<file path="src/rtl/dcps_pkg.sv">
`timescale 1ns / 1ps
package dcps_pkg;

   localparam int MAX_DETECTIONS_DEF = 32;
   localparam int COORD_BITS_DEF     = 16;
   localparam int CLASS_BITS_DEF     = 8;

   // fixed field widths on the ports
   localparam int IN_CLASS_W = 8;
   localparam int IN_COORD_W = 16;
   localparam int OUT_COORD_W = 16;
   localparam int REQ_DATA_W = 40;
   localparam int RSP_DATA_W = 32;

   localparam int QUEUE_DEPTH = 4;

   typedef struct packed {
      logic [OUT_COORD_W-1:0] out_x;
      logic [OUT_COORD_W-1:0] out_y;
      logic                   last_out;
      logic                   overflow;
   } res_type;

   typedef struct packed {
      logic    valid;
      res_type data;
   } q_push_type;

endpackage

</file>
<file path="src/rtl/dcps_front.sv">
`timescale 1ns / 1ps
module dcps_front
   import dcps_pkg::*;
#(
   parameter int MAX_DETECTIONS = MAX_DETECTIONS_DEF,
   parameter int COORD_BITS     = COORD_BITS_DEF,
   parameter int CLASS_BITS     = CLASS_BITS_DEF
) (
   input  logic                  clock,
   input  logic                  reset,
   input  logic                  in_valid,
   output logic                  in_ready,
   input  logic [IN_CLASS_W-1:0] in_class,
   input  logic [IN_COORD_W-1:0] in_x,
   input  logic [IN_COORD_W-1:0] in_y,
   input  logic                  in_last,
   output q_push_type            push,
   input  logic                  q_full
);

   localparam int IDX_W = $clog2(MAX_DETECTIONS);
   localparam int CNT_W = $clog2(MAX_DETECTIONS + 1);
   localparam int ENT_W = CLASS_BITS + 2 * COORD_BITS;
   localparam int CW    = CLASS_BITS + IN_CLASS_W;
   localparam int XW    = COORD_BITS + IN_COORD_W;
   localparam logic [CNT_W-1:0] MAX_CNT = CNT_W'(MAX_DETECTIONS);

   typedef enum logic [2:0] {
      S_LOAD, S_FETCH, S_MOVE, S_CMP, S_PLACE, S_ERD, S_EWR
   } state_type;

   state_type state_ff, state_in;
   logic [CNT_W-1:0] count_ff, count_in, n_ff, n_in;
   logic drop_ff, drop_in, phase_ff, phase_in, first_ff, first_in, ax_ff, ax_in;
   logic [IDX_W-1:0] i_ff, i_in, j_ff, j_in, lo_ff, lo_in;
   logic [ENT_W-1:0] mov_ff, mov_in;

   // entry layout {class, y, x}
   logic [ENT_W-1:0] mem [MAX_DETECTIONS];
   logic [ENT_W-1:0] rd_data_ff;
   logic [IDX_W-1:0] rd_addr, wr_addr;
   logic [ENT_W-1:0] wr_data;
   logic             wr_en;

   logic [CLASS_BITS-1:0] nb_cls, mv_cls;
   logic [COORD_BITS-1:0] nb_x, nb_y, mv_x, mv_y, dx, dy;
   logic pick, axis, gt, newrun, at_end;
   logic [CW-1:0] cls_wide;
   logic [XW-1:0] x_wide, y_wide, ox_wide, oy_wide;
   logic [CNT_W-1:0] i_next;
   logic [ENT_W-1:0] in_entry;

   assign cls_wide = CW'(in_class);
   assign x_wide   = XW'(in_x);
   assign y_wide   = XW'(in_y);
   assign in_entry = {cls_wide[CLASS_BITS-1:0], y_wide[COORD_BITS-1:0],
                      x_wide[COORD_BITS-1:0]};

   assign nb_x   = rd_data_ff[COORD_BITS-1:0];
   assign nb_y   = rd_data_ff[2*COORD_BITS-1:COORD_BITS];
   assign nb_cls = rd_data_ff[ENT_W-1:2*COORD_BITS];
   assign mv_x   = mov_ff[COORD_BITS-1:0];
   assign mv_y   = mov_ff[2*COORD_BITS-1:COORD_BITS];
   assign mv_cls = mov_ff[ENT_W-1:2*COORD_BITS];

   assign dx = (nb_x > mv_x) ? nb_x - mv_x : mv_x - nb_x;
   assign dy = (nb_y > mv_y) ? nb_y - mv_y : mv_y - nb_y;
   assign pick = dy > dx;
   // first compare of an entry picks its axis against the same neighbor
   assign axis = first_ff ? pick : ax_ff;
   assign gt = phase_ff ? (axis ? (nb_y > mv_y) : (nb_x > mv_x)) : (nb_cls > mv_cls);
   assign newrun = phase_ff && first_ff && (nb_cls != mv_cls);

   assign i_next = CNT_W'(i_ff) + CNT_W'(1);
   assign at_end = i_next == n_ff;

   assign ox_wide = XW'(nb_x);
   assign oy_wide = XW'(nb_y);

   assign in_ready = state_ff == S_LOAD;

   always_comb begin
      state_in = state_ff;
      count_in = count_ff;
      n_in     = n_ff;
      drop_in  = drop_ff;
      phase_in = phase_ff;
      first_in = first_ff;
      ax_in    = ax_ff;
      i_in     = i_ff;
      j_in     = j_ff;
      lo_in    = lo_ff;
      mov_in   = mov_ff;
      rd_addr  = i_ff;
      wr_en    = 1'b0;
      wr_addr  = j_ff;
      wr_data  = mov_ff;
      push.valid         = 1'b0;
      push.data.out_x    = ox_wide[OUT_COORD_W-1:0];
      push.data.out_y    = oy_wide[OUT_COORD_W-1:0];
      push.data.last_out = at_end;
      push.data.overflow = drop_ff;

      unique case (state_ff)
         S_LOAD: begin
            if (in_valid) begin
               n_in = count_ff;
               if (count_ff < MAX_CNT) begin
                  wr_en    = 1'b1;
                  wr_addr  = count_ff[IDX_W-1:0];
                  wr_data  = in_entry;
                  count_in = count_ff + CNT_W'(1);
                  n_in     = count_in;
               end else begin
                  drop_in = 1'b1;
               end
               if (in_last) begin
                  phase_in = 1'b0;
                  lo_in    = '0;
                  if (n_in > CNT_W'(1)) begin
                     i_in     = IDX_W'(1);
                     state_in = S_FETCH;
                  end else begin
                     i_in     = '0;
                     state_in = S_ERD;
                  end
               end
            end
         end
         S_FETCH: begin
            rd_addr  = i_ff;
            state_in = S_MOVE;
         end
         S_MOVE: begin
            rd_addr  = i_ff - IDX_W'(1);
            mov_in   = rd_data_ff;
            j_in     = i_ff;
            first_in = 1'b1;
            state_in = S_CMP;
         end
         S_CMP, S_PLACE: begin
            rd_addr = j_ff - IDX_W'(2);
            if (state_ff == S_CMP && newrun) begin
               lo_in = j_ff;
            end else if (state_ff == S_CMP && gt) begin
               wr_en    = 1'b1;
               wr_data  = rd_data_ff;
               j_in     = j_ff - IDX_W'(1);
               ax_in    = pick;
               first_in = 1'b0;
               state_in = (j_in == lo_ff) ? S_PLACE : S_CMP;
            end else begin
               wr_en = 1'b1;
            end
            if (state_in == state_ff && !(state_ff == S_CMP && gt && !newrun)) begin
               // entry placed: next insertion
               if (at_end) begin
                  if (!phase_ff) begin
                     phase_in = 1'b1;
                     i_in     = IDX_W'(1);
                     lo_in    = '0;
                     state_in = S_FETCH;
                  end else begin
                     i_in     = '0;
                     state_in = S_ERD;
                  end
               end else begin
                  i_in     = i_ff + IDX_W'(1);
                  state_in = S_FETCH;
               end
            end else if (state_ff == S_PLACE) begin
               state_in = S_FETCH;
            end
         end
         S_ERD: begin
            rd_addr  = i_ff;
            state_in = S_EWR;
         end
         S_EWR: begin
            rd_addr = i_ff;
            if (!q_full) begin
               push.valid = 1'b1;
               if (at_end) begin
                  count_in = '0;
                  drop_in  = 1'b0;
                  state_in = S_LOAD;
               end else begin
                  i_in     = i_ff + IDX_W'(1);
                  state_in = S_ERD;
               end
            end
         end
         default: state_in = S_LOAD;
      endcase
   end

   always_ff @(posedge clock) begin
      if (reset) begin
         state_ff <= S_LOAD;
         count_ff <= '0;
         drop_ff  <= 1'b0;
      end else begin
         state_ff <= state_in;
         count_ff <= count_in;
         drop_ff  <= drop_in;
      end
      n_ff     <= n_in;
      phase_ff <= phase_in;
      first_ff <= first_in;
      ax_ff    <= ax_in;
      i_ff     <= i_in;
      j_ff     <= j_in;
      lo_ff    <= lo_in;
      mov_ff   <= mov_in;
   end

   always_ff @(posedge clock) begin
      if (wr_en) mem[wr_addr] <= wr_data;
      rd_data_ff <= mem[rd_addr];
   end

`ifndef SYNTHESIS
   a_count_max: assert property (@(posedge clock) disable iff (reset)
      count_ff <= MAX_CNT) else $error("entry count above capacity");
   a_cmp_above_lo: assert property (@(posedge clock) disable iff (reset)
      state_ff == S_CMP |-> j_ff > lo_ff) else $error("insertion ran past run start");
   a_last_stops_load: assert property (@(posedge clock) disable iff (reset)
      in_valid && in_ready && in_last |=> !in_ready) else $error("load after frame end");
   a_no_push_full: assert property (@(posedge clock) disable iff (reset)
      push.valid |-> !q_full) else $error("push into full queue");
`endif

endmodule

</file>
<file path="src/rtl/dcps_queue.sv">
`timescale 1ns / 1ps
module dcps_queue
   import dcps_pkg::*;
(
   input  logic       clock,
   input  logic       reset,
   input  q_push_type push,
   output logic       full,
   output logic       out_valid,
   input  logic       out_ready,
   output res_type    out_data
);

   localparam int PTR_W = $clog2(QUEUE_DEPTH);
   localparam int CNT_W = $clog2(QUEUE_DEPTH + 1);

   res_type          slot_ff [QUEUE_DEPTH];
   logic [PTR_W-1:0] wptr_ff, wptr_in, rptr_ff, rptr_in;
   logic [CNT_W-1:0] cnt_ff, cnt_in;
   logic             do_push, do_pop;

   assign full      = cnt_ff == CNT_W'(QUEUE_DEPTH);
   assign out_valid = cnt_ff != '0;
   assign out_data  = slot_ff[rptr_ff];
   assign do_push   = push.valid && !full;
   assign do_pop    = out_valid && out_ready;

   always_comb begin
      wptr_in = do_push ? PTR_W'((CNT_W'(wptr_ff) + CNT_W'(1)) % QUEUE_DEPTH) : wptr_ff;
      rptr_in = do_pop  ? PTR_W'((CNT_W'(rptr_ff) + CNT_W'(1)) % QUEUE_DEPTH) : rptr_ff;
      cnt_in  = cnt_ff + CNT_W'(do_push) - CNT_W'(do_pop);
   end

   always_ff @(posedge clock) begin
      if (reset) begin
         wptr_ff <= '0;
         rptr_ff <= '0;
         cnt_ff  <= '0;
      end else begin
         wptr_ff <= wptr_in;
         rptr_ff <= rptr_in;
         cnt_ff  <= cnt_in;
      end
      if (do_push) slot_ff[wptr_ff] <= push.data;
   end

`ifndef SYNTHESIS
   a_cnt_max: assert property (@(posedge clock) disable iff (reset)
      cnt_ff <= CNT_W'(QUEUE_DEPTH)) else $error("queue count above depth");
   a_fill: assert property (@(posedge clock) disable iff (reset)
      do_push && !do_pop |=> cnt_ff == $past(cnt_ff) + CNT_W'(1))
      else $error("queue count missed a push");
   a_drain: assert property (@(posedge clock) disable iff (reset)
      do_pop && !do_push |=> cnt_ff == $past(cnt_ff) - CNT_W'(1))
      else $error("queue count missed a pop");
`endif

endmodule

</file>
<file path="src/rtl/detection_class_position_sorter.sv">
`timescale 1ns / 1ps
// Loading: one detection per cycle. On the frame's last beat the store is sorted in place by
// insertion (fetch, move, then compare and shift per neighbour, then place), class pass then
// position pass within each class run, with one entry read per cycle. Results are then read
// and pushed in turn through a 4-entry queue, holding while the queue is full. Synchronous
// active-high reset clears state, counts, overflow flag and queue; entry memory is not cleared.
module detection_class_position_sorter
   import dcps_pkg::*;
#(
   parameter int MAX_DETECTIONS = MAX_DETECTIONS_DEF,
   parameter int COORD_BITS     = COORD_BITS_DEF,
   parameter int CLASS_BITS     = CLASS_BITS_DEF
) (
   input  logic                  clock,
   input  logic                  reset,
   input  logic                  req_tvalid,
   output logic                  req_tready,
   input  logic [REQ_DATA_W-1:0] req_tdata,  // class_id[7:0], pos_x[23:8], pos_y[39:24]
   input  logic                  req_tlast,  // last_in
   output logic                  rsp_tvalid,
   input  logic                  rsp_tready,
   output logic [RSP_DATA_W-1:0] rsp_tdata,  // out_x[15:0], out_y[31:16]
   output logic                  rsp_tlast,  // last_out
   output logic [0:0]            rsp_tuser   // overflow
);

   q_push_type push;
   logic       q_full;
   res_type    res;

   dcps_front #(
      .MAX_DETECTIONS(MAX_DETECTIONS),
      .COORD_BITS    (COORD_BITS),
      .CLASS_BITS    (CLASS_BITS)
   ) u_front (
      .clock   (clock),
      .reset   (reset),
      .in_valid(req_tvalid),
      .in_ready(req_tready),
      .in_class(req_tdata[7:0]),
      .in_x    (req_tdata[23:8]),
      .in_y    (req_tdata[39:24]),
      .in_last (req_tlast),
      .push    (push),
      .q_full  (q_full)
   );

   dcps_queue u_queue (
      .clock    (clock),
      .reset    (reset),
      .push     (push),
      .full     (q_full),
      .out_valid(rsp_tvalid),
      .out_ready(rsp_tready),
      .out_data (res)
   );

   assign rsp_tdata = {res.out_y, res.out_x};
   assign rsp_tlast = res.last_out;
   assign rsp_tuser = res.overflow;

endmodule

</file>
<file path="config.mk">
export PLATFORM = sky130hd
export DESIGN_NAME = detection_class_position_sorter
export DESIGN_NICKNAME = d
export VERILOG_FILES = /design/src/rtl/dcps_pkg.sv /design/src/rtl/dcps_front.sv /design/src/rtl/dcps_queue.sv /design/src/rtl/detection_class_position_sorter.sv
export SDC_FILE = /design/constraint.sdc
export NUM_CORES = 2
export LEC_CHECK = 0
export BUFFER_PORTS_ARGS = -buffer_cell sky130_fd_sc_hd__buf_2
export CAP_MARGIN = 20
export CELL_PAD_IN_SITES_DETAIL_PLACEMENT = 0
export CELL_PAD_IN_SITES_GLOBAL_PLACEMENT = 1
export CORE_ASPECT_RATIO = 0.5
export CORE_MARGIN = 3
export CORE_UTILIZATION = 55
export CTS_CLUSTER_DIAMETER = 120
export DETAILED_ROUTE_END_ITERATION = 16
export PLACE_DENSITY_LB_ADDON = 0.1
export SLEW_MARGIN = 20
export SYNTH_ARGS = -nofsm -noshare
export SYNTH_HDL_FRONTEND = slang
export SYNTH_HIERARCHICAL = 1
export SYNTH_SLANG_ARGS = --single-unit
</file>
<file path="constraint.sdc">
create_clock -name clock -period 7.5 [get_ports clock]
set_clock_uncertainty 0.15 [all_clocks]
set_input_delay 1.875 -clock clock [delete_from_list [all_inputs] [get_ports clock]]
set_output_delay 1.875 -clock clock [all_outputs]
set_load 0.03 [all_outputs]
</file>
==> parameters.txt <==
Parameter                              Value

Worst setup path
  Capturing point of the worst reg2reg path ... u_front/mem[14][19]
  Total stage count of the critical path ... 22
  Worst setup slack for register-to-register paths ... roughly 470 ps
  Worst setup path startpoint ... u_front/rd_data_ff[24]
  Maximum fanout encountered on the critical timing path ... 36
  Cell family with the largest share of critical-path delay ... compound AO/OA/AOI/OAI gates
  Type of element capturing the critical path ... flop
  Worst path max stage delay ... 530 ps
  Kind of critical path ... reg2reg
  Buffering stage count on the worst path with inverters included ... 4
  Worst Setup EP ... u_front/mem[14][19]
  Critical path data required time ... 7910 ps
  Number of cells traversed by the worst register-to-register path ... 22
  Beginning of the worst register-to-register path ... u_front/rd_data_ff[24]
  Arr. time, crit path ... 7440 ps
  Chain of cells forming the critical path ... inv_1 -> ha_1 -> nand4_1 -> a211oi_2 -> a21boi_2 -> o21a_2 -> o21ai_0 -> or3_1 -> o21a_1 -> o211a_1 -> ha_1 -> nand4_1 -> nor4_2 -> a21boi_0 -> o31ai_1 -> or4_1 -> o211ai_4 -> buf_12 -> buf_4 -> a22oi_1 -> o31ai_4 -> buf_4
  Critical path launch point type ... flop
  Crit-path slowest cell ... sky130_fd_sc_hd__dfxtp_1

Logic synthesis
  EDFF count, synth ... 1480
  Cell Area, Synth ... 63100 um^2
  Post-synthesis cell count ... around 3500
  Count of distinct cell types in the synthesized netlist ... 71
  Prevailing post-synth register cell ... sky130_fd_sc_hd__edfxtp_1
  Sequential area share after synthesis ... between 70% and 80%
  Async S/R FF share, synth ... 0%
  Synth top area share ... 70.4%
  Synth area leaders ... sky130_fd_sc_hd__edfxtp_1 (70%), sky130_fd_sc_hd__mux4_2 (12%), sky130_fd_sc_hd__ha_1 (1.9%)
  Register bit count reported by yosys ... 1539
  Average instance area after synthesis ... 18.3 um^2
  Largest area contributor in the netlist ... sky130_fd_sc_hd__edfxtp_1
  Total number of yosys warnings ... 6
  Post-Syn Nets ... 3606

Job
  Number of max-cap violations ... 0

Layout
  Number of nets in the layout ... 3743
  Commonest non-fill, non-tap cells in the layout ... sky130_fd_sc_hd__edfxtp_1 (1480), sky130_fd_sc_hd__mux4_2 (350), sky130_fd_sc_hd__nand2_1 (303)
  Final std cells w/o fill ... 5229
  Area growth from synthesis to layout ... 13.1%
  Leading cell type in the layout, fill and taps excluded ... sky130_fd_sc_hd__edfxtp_1
  Proportion of layout cells with a drive suffix above 1 ... approximately a quarter

CTS
  Clock tree from TritonCTS ... done
  Clock sink total ... 1539
  Total clock buffers created by CTS ... 135
  Latest clock arrival within the worst-skew pair ... a little under 800 ps
  H-tree depth reported by CTS ... 4
  Number of setup buffers added after CTS ... 0
  Maximum buffer depth of the clock tree ... 3
  Number of buffers inserted for hold repair after clock tree synthesis ... 0
  Gates resized, CTS repair ... 0
  Clock input transition at the sequential cells of the worst setup and hold paths ... 70 ps
  CTS root buffer ... sky130_fd_sc_hd__clkbuf_16

STA
  Achievable Freq ... 142 MHz
  Final-layout worst hold slack ... around 320 ps
  Final worst path period share ... 93.8%
  Max-slew violation count ... 0
  Crit path time final ... 7030 ps
  Setup TNS ... 0 ps
  Number of setup violations in the final report ... 0
  Count of final hold-check violations ... 0
  Actual slew at the worst max-slew pin ... 1200 ps
  RSZ-0062 raised after global routing ... false
  Slew headroom ... between 10% and 20%

Min path
  Worst hold path startpoint ... u_front/rd_data_ff[32]
  Hold/Removal Path Class ... reg2reg

Place
  Number of placed instances with taps included ... 4946
  Port-buffer cells ... 80
  Final weighted congestion of routability-driven global placement ... around 0.88
  HPWL after detailed placement ... 98000 um

Run status
  Run status ... finished, final reports clean

Global route
  Global-route usage over all layers ... 28.9%
  Number of antenna violations at the first check in global routing ... 12
  Pin count of the biggest net entering global routing ... 132
  Vias in the first global route ... 32966
  Global-route wire length before repair ... 242000 um
  Remaining global-route overflow ... 0

Power and ir drop
  Power density normalized to cell area ... between 300 and 400 nW/um^2
  Static leakage ... 23.5 nW
  Maximum vdd ir drop ... 0.374 mV

Routing
  Number of vias per cell ... 6.52
  Final wirelength ... 170000 um
  Drt initial violations ... 4581
  Detailed Routing Iterations Pass 1 ... 6
  Post-route ant nets ... 0
  DRC errors left ... 0
  Routed wire per std cell ... 32.6 um
  Number of vias in the routed layout ... around 34000

Floorplanning
  Initial core utilization ... 55.7%
  Die width ... just under 500 um
  CORE AREA ... 113000 um^2
  Row Count ... 87
  Top-level port count ... 81
  Height of the die ... 246 um
  Die outline area ... 119000 um^2
-- synth_stat cells (all sizes together) (41+ instances only) --
| cell | number |
|---|---|
| a32oi | 41 |
| nand2 | 303 |
| nand3 | 107 |
| mux4 | 354 |
| buf | 157 |
| inv | 108 |
| ha | 98 |
| o21ai | 44 |
| a21oi | 82 |
| mux2i | 62 |
| nor2 | 90 |
| edfxtp | 1480 |
| dfxtp | 59 |
| clkbuf | 67 |
| and3 | 48 |
-- per-layer routing --
layer / vias to the layer above / track usage (%) / part of all wire [%]
li1: 14099 / - / -
met1: 18083 / 45.2 / 43
met2: 1691 / 40.7 / 43
met3: 210 / 7.85 / 12
met4: 8 / 7.21 / 1.9
met5: - / 0 / 0.024
-- state kept, by name, indices dropped and copies added (netlist names), named ones only --
signal,flops
u_front/i_ff,5
u_front/j_ff,5
u_front/phase_ff,1
u_front/mov_ff,40
u_front/state_ff,3
u_queue/wptr_ff,2
u_front/rd_data_ff,40
u_queue/rptr_ff,2
u_front/mem,1280
u_queue/slot_ff,136
u_front/first_ff,1
u_queue/cnt_ff,3
u_front/n_ff,6
u_front/lo_ff,5
u_front/ax_ff,1
u_front/drop_ff,1
u_front/count_ff,6
-- worst min path at each step --
stage	slack, ps	depth (start not counted)	end
floorplan	280	0	u_front/mov_ff[32]
global placement	300	0	u_front/mov_ff[32]
detailed placement	300	0	u_front/mov_ff[32]
CTS	320	0	u_front/mov_ff[32]
global route	330	0	u_front/mov_ff[32]
finish	320	0	u_front/mov_ff[32]
-- stage by stage --
step / setup slack (ps) / area, um^2 / utilization [%] / power, mW
2_1_floorplan: 1020 / 63100 / - / 16.3
3_3_place_gp: 516 / 66200 / 58.4 / 18.7
3_5_place_dp: 246 / 66400 / 58.6 / 18.7
4_1_cts: 250 / 71000 / 62.6 / 26.0
5_1_grt: 8.07 / 71400 / 63.0 / 27.1
6_report: 466 / 71400 / 63.0 / 26.0
-- area by class of cell --
type                    instances  area (um^2)
multi-input cells            1588        16800
repair buffers                223         2040
inverters                     108          405
clock inverters                72          871
well taps                    1513         1890
flip-flops and latches       1539        45600
diodes                         11         27.5
clock buffers                 175         3690
fillers                      7884        41900
-- cell families after synthesis --
logic type	count (synthesis)	synth area share, %
adders and majority gates	103	2.10
DFF	1539	72.3
muxes	423	13.8
and+or+nand+nor	640	4.56
buffers and inverters	332	2.51
AOI/OAI and AO/OA	368	4.06
xor gates and xnor gates	53	0.735
-- power breakdown --
group          internal, mW  switching (mW)  total [mW]
Sequential             10.4           0.311        10.7
Clock                  4.14            3.12        7.26
Combinational          3.11            4.86        7.97
Total                  17.7            8.29        26.0
Note: power is estimated with default switching activity, not from simulation.
